<file path="config.mk">
export PLATFORM = sky130hd
export DESIGN_NAME = atp_front_flat
export DESIGN_NICKNAME = d
export VERILOG_FILES = /design/src/hw/rtl/atp_pkg.sv /design/src/hw/rtl/atp_if.sv /design/src/hw/rtl/atp_front.sv /design/src/flat_wrapper.sv
export SDC_FILE = /design/constraint.sdc
export NUM_CORES = 1
export LEC_CHECK = 0
export BUFFER_PORTS_ARGS = -buffer_cell sky130_fd_sc_hd__clkbuf_2
export CELL_PAD_IN_SITES_DETAIL_PLACEMENT = 1
export CELL_PAD_IN_SITES_GLOBAL_PLACEMENT = 1
export CORE_MARGIN = 3
export CORE_UTILIZATION = 41
export DETAILED_ROUTE_END_ITERATION = 8
export PLACE_DENSITY_LB_ADDON = 0.08
export SLEW_MARGIN = 0
export SYNTH_ARGS = -nofsm -noshare
export SYNTH_HDL_FRONTEND = slang
export SYNTH_SLANG_ARGS = --single-unit
</file>
<file path="constraint.sdc">
create_clock -name clk_i -period 1.95 [get_ports clk_i]
set_input_delay 0.0975 -clock clk_i [delete_from_list [all_inputs] [get_ports clk_i]]
set_output_delay 0.0975 -clock clk_i [all_outputs]
set_load 0.01 [all_outputs]
</file>
<file path="src/hw/rtl/atp_pkg.sv">
`timescale 1ns / 1ps
package atp_pkg;

  localparam int unsigned MAX_TASKS_DEF   = 1024;
  localparam int unsigned MAX_WORKERS_DEF = 16;
  localparam int unsigned MAX_PREDS_DEF   = 16;

  localparam int ID_W   = 10;
  localparam int PREF_W = 6;
  localparam int WC_W   = 5;
  localparam int LEN_W  = 11;
  localparam int EDGE_W = 20;
  localparam int SPAN_W = 4;
  localparam int CWO_W  = 4;

  localparam logic [LEN_W-1:0]  LEN_SAT  = '1;
  localparam logic [EDGE_W-1:0] EDGE_SAT = '1;
  localparam logic [SPAN_W-1:0] SPAN_SAT = '1;

  localparam logic [WC_W-1:0]  WC_RESET = WC_W'(16);
  localparam logic [LEN_W-1:0] QL_RESET = LEN_W'(64);

  localparam logic FUNC_PRED  = 1'b0;
  localparam logic FUNC_PLACE = 1'b1;

  typedef enum logic [1:0] {
    ST_OK       = 2'd0,
    ST_BAD_PREF = 2'd1,
    ST_ALL_FULL = 2'd2,
    ST_UNPLACED = 2'd3
  } status_e;

  typedef struct packed {
    logic              func;
    logic [ID_W-1:0]   id;
    logic [PREF_W-1:0] pref;
  } item_t;

  typedef struct packed {
    logic [WC_W-1:0]  worker_count;
    logic [LEN_W-1:0] queue_limit;
  } cfg_t;

endpackage

</file>
<file path="src/hw/rtl/atp_if.sv">
`timescale 1ns / 1ps
interface atp_in_if;
  logic                      valid;
  logic                      ready;
  logic                      func;
  logic [atp_pkg::ID_W-1:0]   pred_task;
  logic [atp_pkg::ID_W-1:0]   task_id;
  logic [atp_pkg::PREF_W-1:0] pref_worker;
  modport source (output valid, func, pred_task, task_id, pref_worker, input ready);
  modport sink   (input valid, func, pred_task, task_id, pref_worker, output ready);
endinterface


</file>
<file path="src/hw/rtl/atp_front.sv">
`timescale 1ns / 1ps
module atp_front (
  input  logic            clk_i,
  input  logic            rst_ni,
  atp_in_if.sink          req_i,
  output atp_pkg::item_t  item_o,
  output logic            item_valid_o,
  input  logic            item_ready_i
);
  import atp_pkg::*;

  item_t      buf_q [2];
  logic       wr_ptr_q, rd_ptr_q;
  logic [1:0] cnt_q;
  logic       push, pop;
  item_t      item_in;

  // classify: keep only the id that the request's function uses
  always_comb begin
    item_in.func = req_i.func;
    item_in.id   = (req_i.func == FUNC_PLACE) ? req_i.task_id : req_i.pred_task;
    item_in.pref = req_i.pref_worker;
  end

  assign req_i.ready  = (cnt_q != 2'd2);
  assign push         = req_i.valid && req_i.ready;
  assign item_valid_o = (cnt_q != 2'd0);
  assign pop          = item_valid_o && item_ready_i;
  assign item_o       = buf_q[rd_ptr_q];

  always_ff @(posedge clk_i or negedge rst_ni) begin
    if (!rst_ni) begin
      wr_ptr_q <= 1'b0;
      rd_ptr_q <= 1'b0;
      cnt_q    <= 2'd0;
    end else begin
      if (push) begin
        buf_q[wr_ptr_q] <= item_in;
        wr_ptr_q        <= ~wr_ptr_q;
      end
      if (pop) begin
        rd_ptr_q <= ~rd_ptr_q;
      end
      cnt_q <= cnt_q + 2'(push) - 2'(pop);
    end
  end
endmodule

</file>
<file path="src/flat_wrapper.sv">
// flat-port wrapper written by rule: the top's interface ports become plain ports
module atp_front_flat import atp_pkg::*;
  (clk_i, rst_ni, item_o, item_valid_o, item_ready_i, req_i_valid, req_i_func, req_i_pred_task, req_i_task_id, req_i_pref_worker, req_i_ready);
  atp_in_if req_i_i ();
  input  logic clk_i;
  input  logic rst_ni;
  output atp_pkg::item_t item_o;
  output logic item_valid_o;
  input  logic item_ready_i;
  input wire logic [$bits(req_i_i.valid)-1:0] req_i_valid;
  input wire logic [$bits(req_i_i.func)-1:0] req_i_func;
  input wire logic [$bits(req_i_i.pred_task)-1:0] req_i_pred_task;
  input wire logic [$bits(req_i_i.task_id)-1:0] req_i_task_id;
  input wire logic [$bits(req_i_i.pref_worker)-1:0] req_i_pref_worker;
  output wire logic [$bits(req_i_i.ready)-1:0] req_i_ready;
  assign req_i_i.valid = req_i_valid;
  assign req_i_i.func = req_i_func;
  assign req_i_i.pred_task = req_i_pred_task;
  assign req_i_i.task_id = req_i_task_id;
  assign req_i_i.pref_worker = req_i_pref_worker;
  assign req_i_ready = req_i_i.ready;
  atp_front u_core (.clk_i(clk_i), .rst_ni(rst_ni), .req_i(req_i_i), .item_o(item_o), .item_valid_o(item_valid_o), .item_ready_i(item_ready_i));
endmodule
</file>
==> results of run 1 <==
==> layout make-up <==
type                            instances  area share, %
Clock inverter                          2          0.430
Sequential cell                        38           55.1
Inverter                                2          0.369
Tap cell                               48           2.95
Multi-Input combinational cell         40           21.9
Timing Repair Buffer                   58           15.7
Clock buffer                            6           3.56
==> where the power goes <==
part / total [mW] / internal [mW] / switching, mW
clock network: 0.497 / 0.245 / 0.252
logic: 0.869 / 0.456 / 0.413
registers: 1.09 / 1.04 / 0.0521
total: 2.46 / 1.74 / 0.716
==> synth_stat cells (all sizes together) <==
cell / n / area (sq um)
inv: 2 / 7.51
or2: 1 / 6.26
nor2: 1 / 3.75
dfrtp: 4 / 100
ha: 2 / 25.0
nand3: 1 / 5.00
and3: 1 / 6.26
and2: 2 / 17.5
xor2: 2 / 17.5
buf: 3 / 27.5
nand2b: 1 / 6.26
mux2: 27 / 338
edfxtp: 34 / 1020
xnor2: 2 / 17.5
==> state kept, by name, summed over array words and instances (netlist names) <==
register and flops:
u_core.rd_ptr_q 1, u_core.buf_q 34, u_core.wr_ptr_q 1, u_core.cnt_q 2
==> layout by cell type, fill, tap and decap left out <==
| cell | n |
|---|---|
| xnor2_1 | 2 |
| and3_1 | 1 |
| dfrtp_1 | 4 |
| xor2_1 | 2 |
| buf_4 | 6 |
| edfxtp_1 | 34 |
| nand3_1 | 1 |
| mux2_2 | 18 |
| dlygate4sd3_1 | 3 |
| or2_1 | 1 |
| inv_1 | 2 |
| clkinv_2 | 1 |
| and2_4 | 2 |
| clkinv_1 | 1 |
| ha_1 | 2 |
| clkbuf_8 | 5 |
| nor2_2 | 1 |
| clkbuf_2 | 49 |
| mux2_4 | 9 |
| nand2b_1 | 1 |
| clkbuf_1 | 1 |
==> metrics by stage <==
step	hold slack, ns	instances
after floorplan	-0.198	83
final	0.0111	194
after CTS	0.000261	194
after global routing	0.000908	194
after global placement	-0.0766	183
after detailed placement	-0.0748	183
==> cell families after synthesis <==
logic type / Yosys count / share of synthesized area, %
DFF: 38 / 70.1
buffers and inverters: 5 / 2.19
muxes: 27 / 21.1
xor gates and xnor gates: 4 / 2.19
adders and majority gates: 2 / 1.56
and+or+nand+nor: 7 / 2.82
==> final timing paths <==
check | end | slack, ns
min in group asynchronous | u_core.rd_ptr_q | 0.16
min | u_core.buf_q[0][2] | 0.01
max in group asynchronous | u_core.cnt_q[1] | 1.65
max | u_core.cnt_q[1] | 0.21
max reg2reg | u_core.cnt_q[1] | 0.21
min reg2reg | u_core.wr_ptr_q | 0.51
==> layer usage <==
metal	GRT usage, %	wire (um)	up-vias	part of all wire (%)
li1	-	-	439	-
met1	14.3	1160	446	40
met2	24.0	1500	32	52
met3	4.60	175	3	6.1
met4	4.47	29	0	1.0
met5	0	0	-	0
==> worst reg2reg max path: stages (launching register included) <==
cell	delay, ns
dfrtp_1	0.41
or2_1	0.24
and2_4	0.17
ha_1	0.27
inv_1	0.04
ha_1	0.18
xnor2_1	0.19
xnor2_1	0.16
==> results by group, run 1 <==
Synthesis
  • Mapped Area: 1600 sq um
  • Syn avg cell area: 19.3 sq um
  • Syn Nets: 116
  • Yosys cell types: 16
  • Seq/Total Area, Yosys: 70.1%
  • Gate Count Post-Synth: 83
  • Yosys warning count: 0
  • #FFs+latches synth: 38

Critical path
  • CP bufs+invs: 1
  • CP Depth: 7
  • Largest delay share family, worst path: adder cells
  • WP data required: 2.15 ns
  • Crit path capture type: flip-flop
  • Crit Reg-Reg Startpoint: u_core.cnt_q[1]
  • Max stage delay on crit path: 0.41 ns
  • Critical Setup Path Class: flip-flop to flip-flop
  • Critical path launch point: u_core.cnt_q[1]
  • Slowest cell on the critical path: dfrtp_1
  • WP data arrival: 1.94 ns
  • Cells on worst reg2reg path: 7
  • CP cell instances: or2_1, and2_4, ha_1, inv_1, ha_1, xnor2_1, xnor2_1
  • Largest fanout on the critical path: 3
  • Startpoint Class: flip-flop

Die
  • Row count: 22
  • Initial Utilization: 43.0%
  • Io pins: 50
  • DIE WIDTH: 68.5 um
  • Die height: 68.5 um
  • Core area: 3720 sq um
  • Die area: 4690 sq um

Min path
  • Hold depth: 1
  • Hold wc startpoint: req_i_pref_worker[2]
  • Hold/Removal Path Class: input port to flip-flop

Clocking
  • Clock-pin slew on the worst setup and hold paths: 0.07 ns
  • CTS Hold Bufs: 3
  • CTS H-tree depth: 2
  • Clock sink count: 38
  • CTS tree: built
  • Clock root buffer: clkbuf_8
  • CTS Buffer Depth: 2
  • Setup bufs post-CTS: 0
  • Clk Latency, worst-skew pair: 0.28 ns
  • CTS-repair resized insts: 0
  • Num CTS Buffers: 5

Placement
  • Placement Setup Slack: 0.217 ns
  • HPWL Detailed: 2190 um
  • Gpl congestion: 0.605
  • Area after DPL: 1920 sq um
  • Number of port buffers: 49

Timing
  • Final Cycle Share: 89.3%
  • Final WS setup: 0.208 ns
  • Min cycle time layout: 1.74 ns
  • Peak Freq: 574 MHz
  • RSZ-0062 raised after global routing: false
  • Max Slew Vio Count: 0
  • Final TNS setup: 0 ns
  • Relative slew slack: 75.5%
  • Hold Vio Cnt, Final: 0
  • Setup violation total in the final timing report: 0
  • Worst-margin pin slew: 0.367 ns
  • Final setup skew: 0.00542 ns

Cells and area
  • Layout area overhead: 27.3%
  • Area of the multi-input gates: 445 sq um
  • Post-route cell area: 2040 sq um
  • Layout cells sized above 1: 62.3%
  • Fin nets: 178
  • Layout Utilization: 54.8%
  • Reg area: 1120 sq um
  • Filler instances: 378
  • Diodes inserted: 0

Global routing
  • Initial antenna violation count: 0
  • Total track usage: 13.3%
  • Pin count of the biggest net entering global routing: 13
  • Global-route wire length before repair: 4360 um
  • Number of global-route vias before repair: 965
  • GR Overflow Total: 0

Power
  • Leakage: 0.853 nW
  • Total power: 2.46 mW
  • Power Density: 1210 nW/um^2
  • Peak supply drop: 0.637 mV

Route
  • DR WL/cell: 14.8 um
  • Via count: 920
  • DRT iter0 DRCs: 22
  • DRC violations left: 0
  • Vias per std cell: 4.74
  • Final WL: 2860 um
  • ANT nets after route: 0
  • DRT Pass-1 Iters: 4

Status
  • Status: completed

Job
  • Max Cap Viol: 0
No activity file was read; power rests on OpenSTA's default activity.
==> run 2, diff against run 1 <==
==> constraint.sdc (replaced) <==
create_clock -name clk_i -period 1.9 [get_ports clk_i]
set_input_delay 0.095 -clock clk_i [delete_from_list [all_inputs] [get_ports clk_i]]
set_output_delay 0.095 -clock clk_i [all_outputs]
set_load 0.01 [all_outputs]
==> run 2 against run 1 <==
  * Worst setup slack lost 0.0080 ns
  * Global-route usage barely moved
  * First-iteration DRC count is 50% higher
  * Via count is 0.87% lower
  * Utilization grew 0.27 points
  * Register-to-register slack barely moved
  * Combinational power up 2.3%
  * Sequential cell count stayed put
  * Wire length down 0.84%
  * Maximum frequency rose by 2.5%
  * Die area is the same
  * Largest power group unchanged
==> results by group, run 2 (synthesis gave the netlist of run 1 again) <==
Critical path
  • CP bufs+invs: 1
  • CP cell instances: or2_1, and2_4, ha_1, inv_1, ha_1, xnor2_1, xnor2_1
  • Max stage delay on crit path: 0.41 ns
  • R2r setup slk: 0.20 ns
  • Startpoint Class: flip-flop
  • Largest delay share family, worst path: adder cells
  • Crit path capture type: flip-flop
  • Critical Setup Path Class: flip-flop to flip-flop
  • WP data required: 2.10 ns
  • Largest fanout on the critical path: 3
  • WP data arrival: 1.90 ns
  • Slowest cell on the critical path: dfrtp_1

Route
  • ANT nets after route: 0
  • DRC violations left: 0
  • DRT iter0 DRCs: 33
  • DRT Pass-1 Iters: 4
  • Via count: 912
  • DR WL/cell: 14.6 um
  • Vias per std cell: 4.68
  • Final WL: 2840 um

Timing
  • Final Cycle Share: 89.5%
  • Min cycle time layout: 1.70 ns
  • Max Slew Vio Count: 0
  • Peak Freq: 588 MHz
  • Setup violation total in the final timing report: 0
  • Final TNS setup: 0 ns
  • Final WS setup: 0.200 ns
  • RSZ-0062 raised after global routing: false
  • Hold Vio Cnt, Final: 0
  • Worst-margin pin slew: 0.328 ns
  • Relative slew slack: 78.1%
  • Min Hold Slack: 0.0124 ns
  • Final setup skew: 0.00396 ns

Cells and area
  • Filler instances: 387
  • Most common cell after layout, fill and taps aside: clkbuf_2
  • Diodes inserted: 0
  • Area of the multi-input gates: 445 sq um
  • Layout area overhead: 27.9%
  • Layout cells sized above 1: 61.9%
  • Biggest regs: u_core.buf_q (34), u_core.cnt_q (2)
  • Max reg flops: 34
  • Post-route cell area: 2050 sq um
  • Reg area: 1120 sq um
  • Fin nets: 179
  • Most frequent cells in the layout: clkbuf_2, edfxtp_1, mux2_2, mux2_4, buf_4
  • Largest Register: u_core.buf_q

Power
  • Combinational group share of total power: 35.5%
  • Peak supply drop: 0.570 mV
  • Internal power: 1.79 mW
  • Clock network power share: 19.9%
  • Total power: 2.51 mW
  • Sequential power share: 44.7%
  • Switching Fraction: 28.6%
  • P_sw: 0.718 mW
  • Leakage: 0.857 nW
  • Power Density: 1230 nW/um^2

Job
  • Max Cap Viol: 0

Min path
  • Hold/Removal Path Class: input port to flip-flop

Die
  • DIE WIDTH: 68.5 um
  • Core area: 3720 sq um
  • Row count: 22
  • Die height: 68.5 um
  • Die area: 4690 sq um
  • Initial Utilization: 43.0%
  • Io pins: 50

Clocking
  • Setup bufs post-CTS: 0
  • Num CTS Buffers: 5
  • Clock sink count: 38
  • CTS tree: built
  • CTS Buffer Depth: 2
  • Clock-pin slew on the worst setup and hold paths: 0.07 ns
  • Clk Latency, worst-skew pair: 0.28 ns
  • Clock root buffer: clkbuf_8
  • CTS H-tree depth: 2

Placement
  • Area after DPL: 1920 sq um
  • HPWL Detailed: 2250 um
  • Gpl congestion: 0.609
  • Number of port buffers: 49
  • Placement Setup Slack: 0.199 ns

Global routing
  • Pin count of the biggest net entering global routing: 13
  • Initial antenna violation count: 0
  • Global-route wire length before repair: 4220 um
  • Total track usage: 13.3%
  • Number of global-route vias before repair: 938
  • GR Overflow Total: 0

Status
  • Status: completed
==> run 2: cell count changes in the layout (fill, tap and decap cells not counted) <==
cell	change
dlygate4sd3_1	+1
==> run 2: power groups by stage <==
| stage | registers (mW) | clock network, mW | logic [mW] |
|---|---|---|---|
| after floorplan | 1.12 | 0 | 0.625 |
| after global placement | 1.13 | 0 | 0.880 |
| after detailed placement | 1.14 | 0 | 0.903 |
| after CTS | 1.12 | 0.517 | 0.911 |
| after global routing | 1.14 | 0.555 | 0.973 |
| final | 1.12 | 0.498 | 0.889 |
==> run 2: worst reg2reg max path: cells and delay by family, from the launching register on <==
kind,cells,cell delay (ns)
adders and majority gates,2,0.46
buffers and inverters,1,0.04
and+or+nand+nor,2,0.40
xor gates and xnor gates,2,0.33
DFF,1,0.41
==> run 2: layout make-up <==
| class | instances | share of cell area, % |
|---|---|---|
| clock buffer | 6 | 3.55 |
| clock inverter | 2 | 0.428 |
| inverter | 2 | 0.367 |
| multi-input combinational | 40 | 21.8 |
| sequential | 38 | 54.8 |
| tap | 48 | 2.94 |
| timing repair buffer | 59 | 16.1 |
==> run 2: final timing paths <==
path,from,to,cells after the start
setup / recovery,u_core.cnt_q[1],u_core.cnt_q[1],7
hold / removal,req_i_pref_worker[5],u_core.buf_q[1][5],1
setup reg to reg,u_core.cnt_q[1],u_core.cnt_q[1],7
hold reg to reg,u_core.wr_ptr_q,u_core.wr_ptr_q,1
max in group asynchronous,rst_ni,u_core.rd_ptr_q,2
min in group asynchronous,rst_ni,u_core.cnt_q[1],2
==> run 2: per-stage QoR <==
step	instances	utilization, %
floorplan	83	-
global placement	183	51.8
detailed placement	183	51.8
CTS	193	54.5
global route	195	55.1
finish	195	55.1
==> run 2: repair_timing <==
item | 4_1_cts | 5_1_grt
hold buffers | 2 | 2
gates resized for setup | 0 | 0
hold endpoints to repair | 6 | 4
==> run 2: layer usage <==
layer | wire length, um | vias up | global-route usage [%]
li1 | - | 438 | -
met1 | 1070 | 438 | 12.9
met3 | 184 | 5 | 5.09
met5 | 0 | - | 0
met2 | 1540 | 31 | 24.2
met4 | 47 | 0 | 6.70
==> run 3, diff against run 2 <==
--- a/config.mk
+++ b/config.mk
@@ -8,7 +8,6 @@
 export BUFFER_PORTS_ARGS = -buffer_cell sky130_fd_sc_hd__clkbuf_2
 export CELL_PAD_IN_SITES_DETAIL_PLACEMENT = 1
 export CELL_PAD_IN_SITES_GLOBAL_PLACEMENT = 1
-export CORE_MARGIN = 3
 export CORE_UTILIZATION = 41
 export DETAILED_ROUTE_END_ITERATION = 8
 export PLACE_DENSITY_LB_ADDON = 0.08
==> run 3 against run 2 <==
  * Critical path type unchanged
  * Largest power group unchanged
  * Clock power grew 3%
  * Sequential share of layout area decreased by 0.66 points
  * Hold slack improved by 0.0067 ns
  * Highest routed layer unchanged
  * Utilization is 1.1 points higher
  * Combinational power about the same
  * Power up 0.53%
  * Sequential power about the same
  * Maximum frequency grew 1.7%
  * Wire length rose by 0.63%
  * Global-route usage grew 2.8 points
==> results by group, run 3 (synthesis gave the netlist of run 1 again) <==
Timing
  • Max Slew Vio Count: 0
  • Hold Vio Cnt, Final: 0
  • Peak Freq: 599 MHz
  • Relative slew slack: 74.2%
  • Worst-margin pin slew: 0.387 ns
  • Final setup skew: 0.00565 ns
  • Final Cycle Share: 87.9%
  • Setup violation total in the final timing report: 0
  • Final TNS setup: 0 ns
  • Min cycle time layout: 1.67 ns
  • RSZ-0062 raised after global routing: false

Power
  • Combinational group share of total power: 35.4%
  • Power Density: 1220 nW/um^2
  • Peak supply drop: 0.625 mV
  • P_sw: 0.725 mW
  • Sequential power share: 44.4%
  • Switching Fraction: 28.8%
  • Leakage: 0.863 nW
  • Clock network power share: 20.3%
  • Internal power: 1.80 mW

Critical path
  • Largest fanout on the critical path: 3
  • Startpoint Class: flip-flop
  • Crit Reg-Reg Startpoint: u_core.cnt_q[1]
  • WP data arrival: 1.87 ns
  • Crit path capture type: flip-flop
  • Cells on worst reg2reg path: 7
  • WP data required: 2.10 ns
  • R2r setup slk: 0.23 ns
  • FF-to-FF End: u_core.cnt_q[1]
  • Critical Setup Path Class: flip-flop to flip-flop

Clocking
  • Clock sink count: 38
  • Clock root buffer: clkbuf_8
  • Setup bufs post-CTS: 0
  • Num CTS Buffers: 5
  • CTS tree: built
  • CTS Buffer Depth: 2
  • CTS H-tree depth: 2
  • Clk Latency, worst-skew pair: 0.28 ns
  • Clock-pin slew on the worst setup and hold paths: 0.07 ns

Placement
  • Placed cell count: 182
  • Gpl congestion: 0.625
  • HPWL Detailed: 2140 um
  • Number of port buffers: 49

Die
  • Die area: 4150 sq um
  • Initial Utilization: 43.4%
  • Row count: 22
  • Die height: 64.5 um
  • Core area: 3690 sq um
  • DIE WIDTH: 64.5 um
  • Io pins: 50

Min path
  • WHS Endpoint: u_core.buf_q[0][1]
  • Hold wc startpoint: req_i_pref_worker[1]
  • Hold/Removal Path Class: input port to flip-flop
  • Hold depth: 1

Cells and area
  • Fin nets: 180
  • Layout area overhead: 29.5%
  • Filler instances: 379
  • Most common cell after layout, fill and taps aside: clkbuf_2
  • Max reg flops: 34
  • Layout Utilization: 56.1%
  • Finished Layout Cells: 196
  • Largest Register: u_core.buf_q
  • Diodes inserted: 0
  • Most frequent cells in the layout: clkbuf_2, edfxtp_1, mux2_2, mux2_4, dlygate4sd3_1
  • Layout cells sized above 1: 60.8%
  • Biggest regs: u_core.buf_q (34), u_core.cnt_q (2)

Route
  • DRT iter0 DRCs: 19
  • ANT nets after route: 0
  • DRT Pass-1 Iters: 4
  • Vias per std cell: 4.65
  • DRC violations left: 0
  • DR WL/cell: 14.6 um
  • Final WL: 2860 um
  • Via count: 912

Global routing
  • Total track usage: 16.1%
  • Grt met2 use: 30.4%
  • Number of global-route vias before repair: 1,061
  • Initial antenna violation count: 0
  • Met3 usage: 5.81%
  • GRT busiest layer: met2
  • GR Layer Usage met1: 15.5%
  • Pin count of the biggest net entering global routing: 13
  • GR Overflow Total: 0
  • Global-route wire length before repair: 4720 um

Job
  • Max Cap Viol: 0

Status
  • Status: completed
[run 3: cell types whose count changed in the layout (fill, tap and decap cells not counted), sizes merged]
cell         previous run  this run
dlygate4sd3             4         6
buf                     6         5
[run 3: layout make-up]
cell class              instances  area (sq um)  area share (%)
clock buffers                   6          72.6            3.50
clock inverters                 2          8.76           0.423
multi-input cells              40           445            21.5
repair buffers                 60           355            17.2
flip-flops and latches         38          1120            54.1
well taps                      48          60.1            2.90
inverters                       2          7.51           0.363
[run 3: through the flow]
| stage | hold slack (ns) | total power, mW | cell area, sq um | setup slack, ns |
|---|---|---|---|---|
| 6_report | 0.0191 | 2.52 | 2070 | 0.229 |
| 3_5_place_dp | -0.0772 | 2.04 | 1930 | 0.233 |
| 3_3_place_gp | -0.0797 | 2.01 | 1930 | 0.291 |
| 2_1_floorplan | -0.201 | 1.75 | 1600 | 0.141 |
| 5_1_grt | 0.00139 | 2.68 | 2070 | 0.146 |
| 4_1_cts | 0.00328 | 2.57 | 2060 | 0.202 |
[run 3: how the worst max path moves through the flow]
| stage | start | endpoint | cells after the start |
|---|---|---|---|
| floorplan | u_core.cnt_q[1] | u_core.buf_q[0][0] | 3 |
| global placement | u_core.cnt_q[1] | u_core.cnt_q[1] | 7 |
| detailed placement | u_core.cnt_q[1] | u_core.cnt_q[1] | 7 |
| CTS | u_core.cnt_q[1] | u_core.cnt_q[1] | 7 |
| global route | u_core.cnt_q[1] | u_core.cnt_q[1] | 7 |
| finish | u_core.cnt_q[1] | u_core.cnt_q[1] | 7 |
[run 3: worst max-delay path, stage by stage, from the launching register on]
cell and delay (ns):
dfrtp_1 0.41, or2_1 0.23, and2_4 0.17, ha_1 0.27, inv_1 0.04, ha_1 0.18
xnor2_1 0.18, xnor2_1 0.13
[run 3: metal layers]
metal	part of all wire, %	wire (um)
met1	37	1060
met2	57	1640
met3	4.6	132
met4	0.81	23
met5	0	0
[run 3: what timing repair did]
item | 4_1_cts | 5_1_grt
resized for setup | 0 | 0
setup endpoints to repair | 0 | 0
hold buffers | 5 | 1
hold endpoints to repair | 11 | 2
[run 3: power by group through the flow]
| stage | Sequential, mW | Clock, mW | Combinational (mW) |
|---|---|---|---|
| 2_1_floorplan | 1.12 | 0 | 0.625 |
| 4_1_cts | 1.12 | 0.534 | 0.916 |
| 3_5_place_dp | 1.14 | 0 | 0.904 |
| 6_report | 1.12 | 0.511 | 0.891 |
| 5_1_grt | 1.13 | 0.569 | 0.979 |
| 3_3_place_gp | 1.13 | 0 | 0.882 |
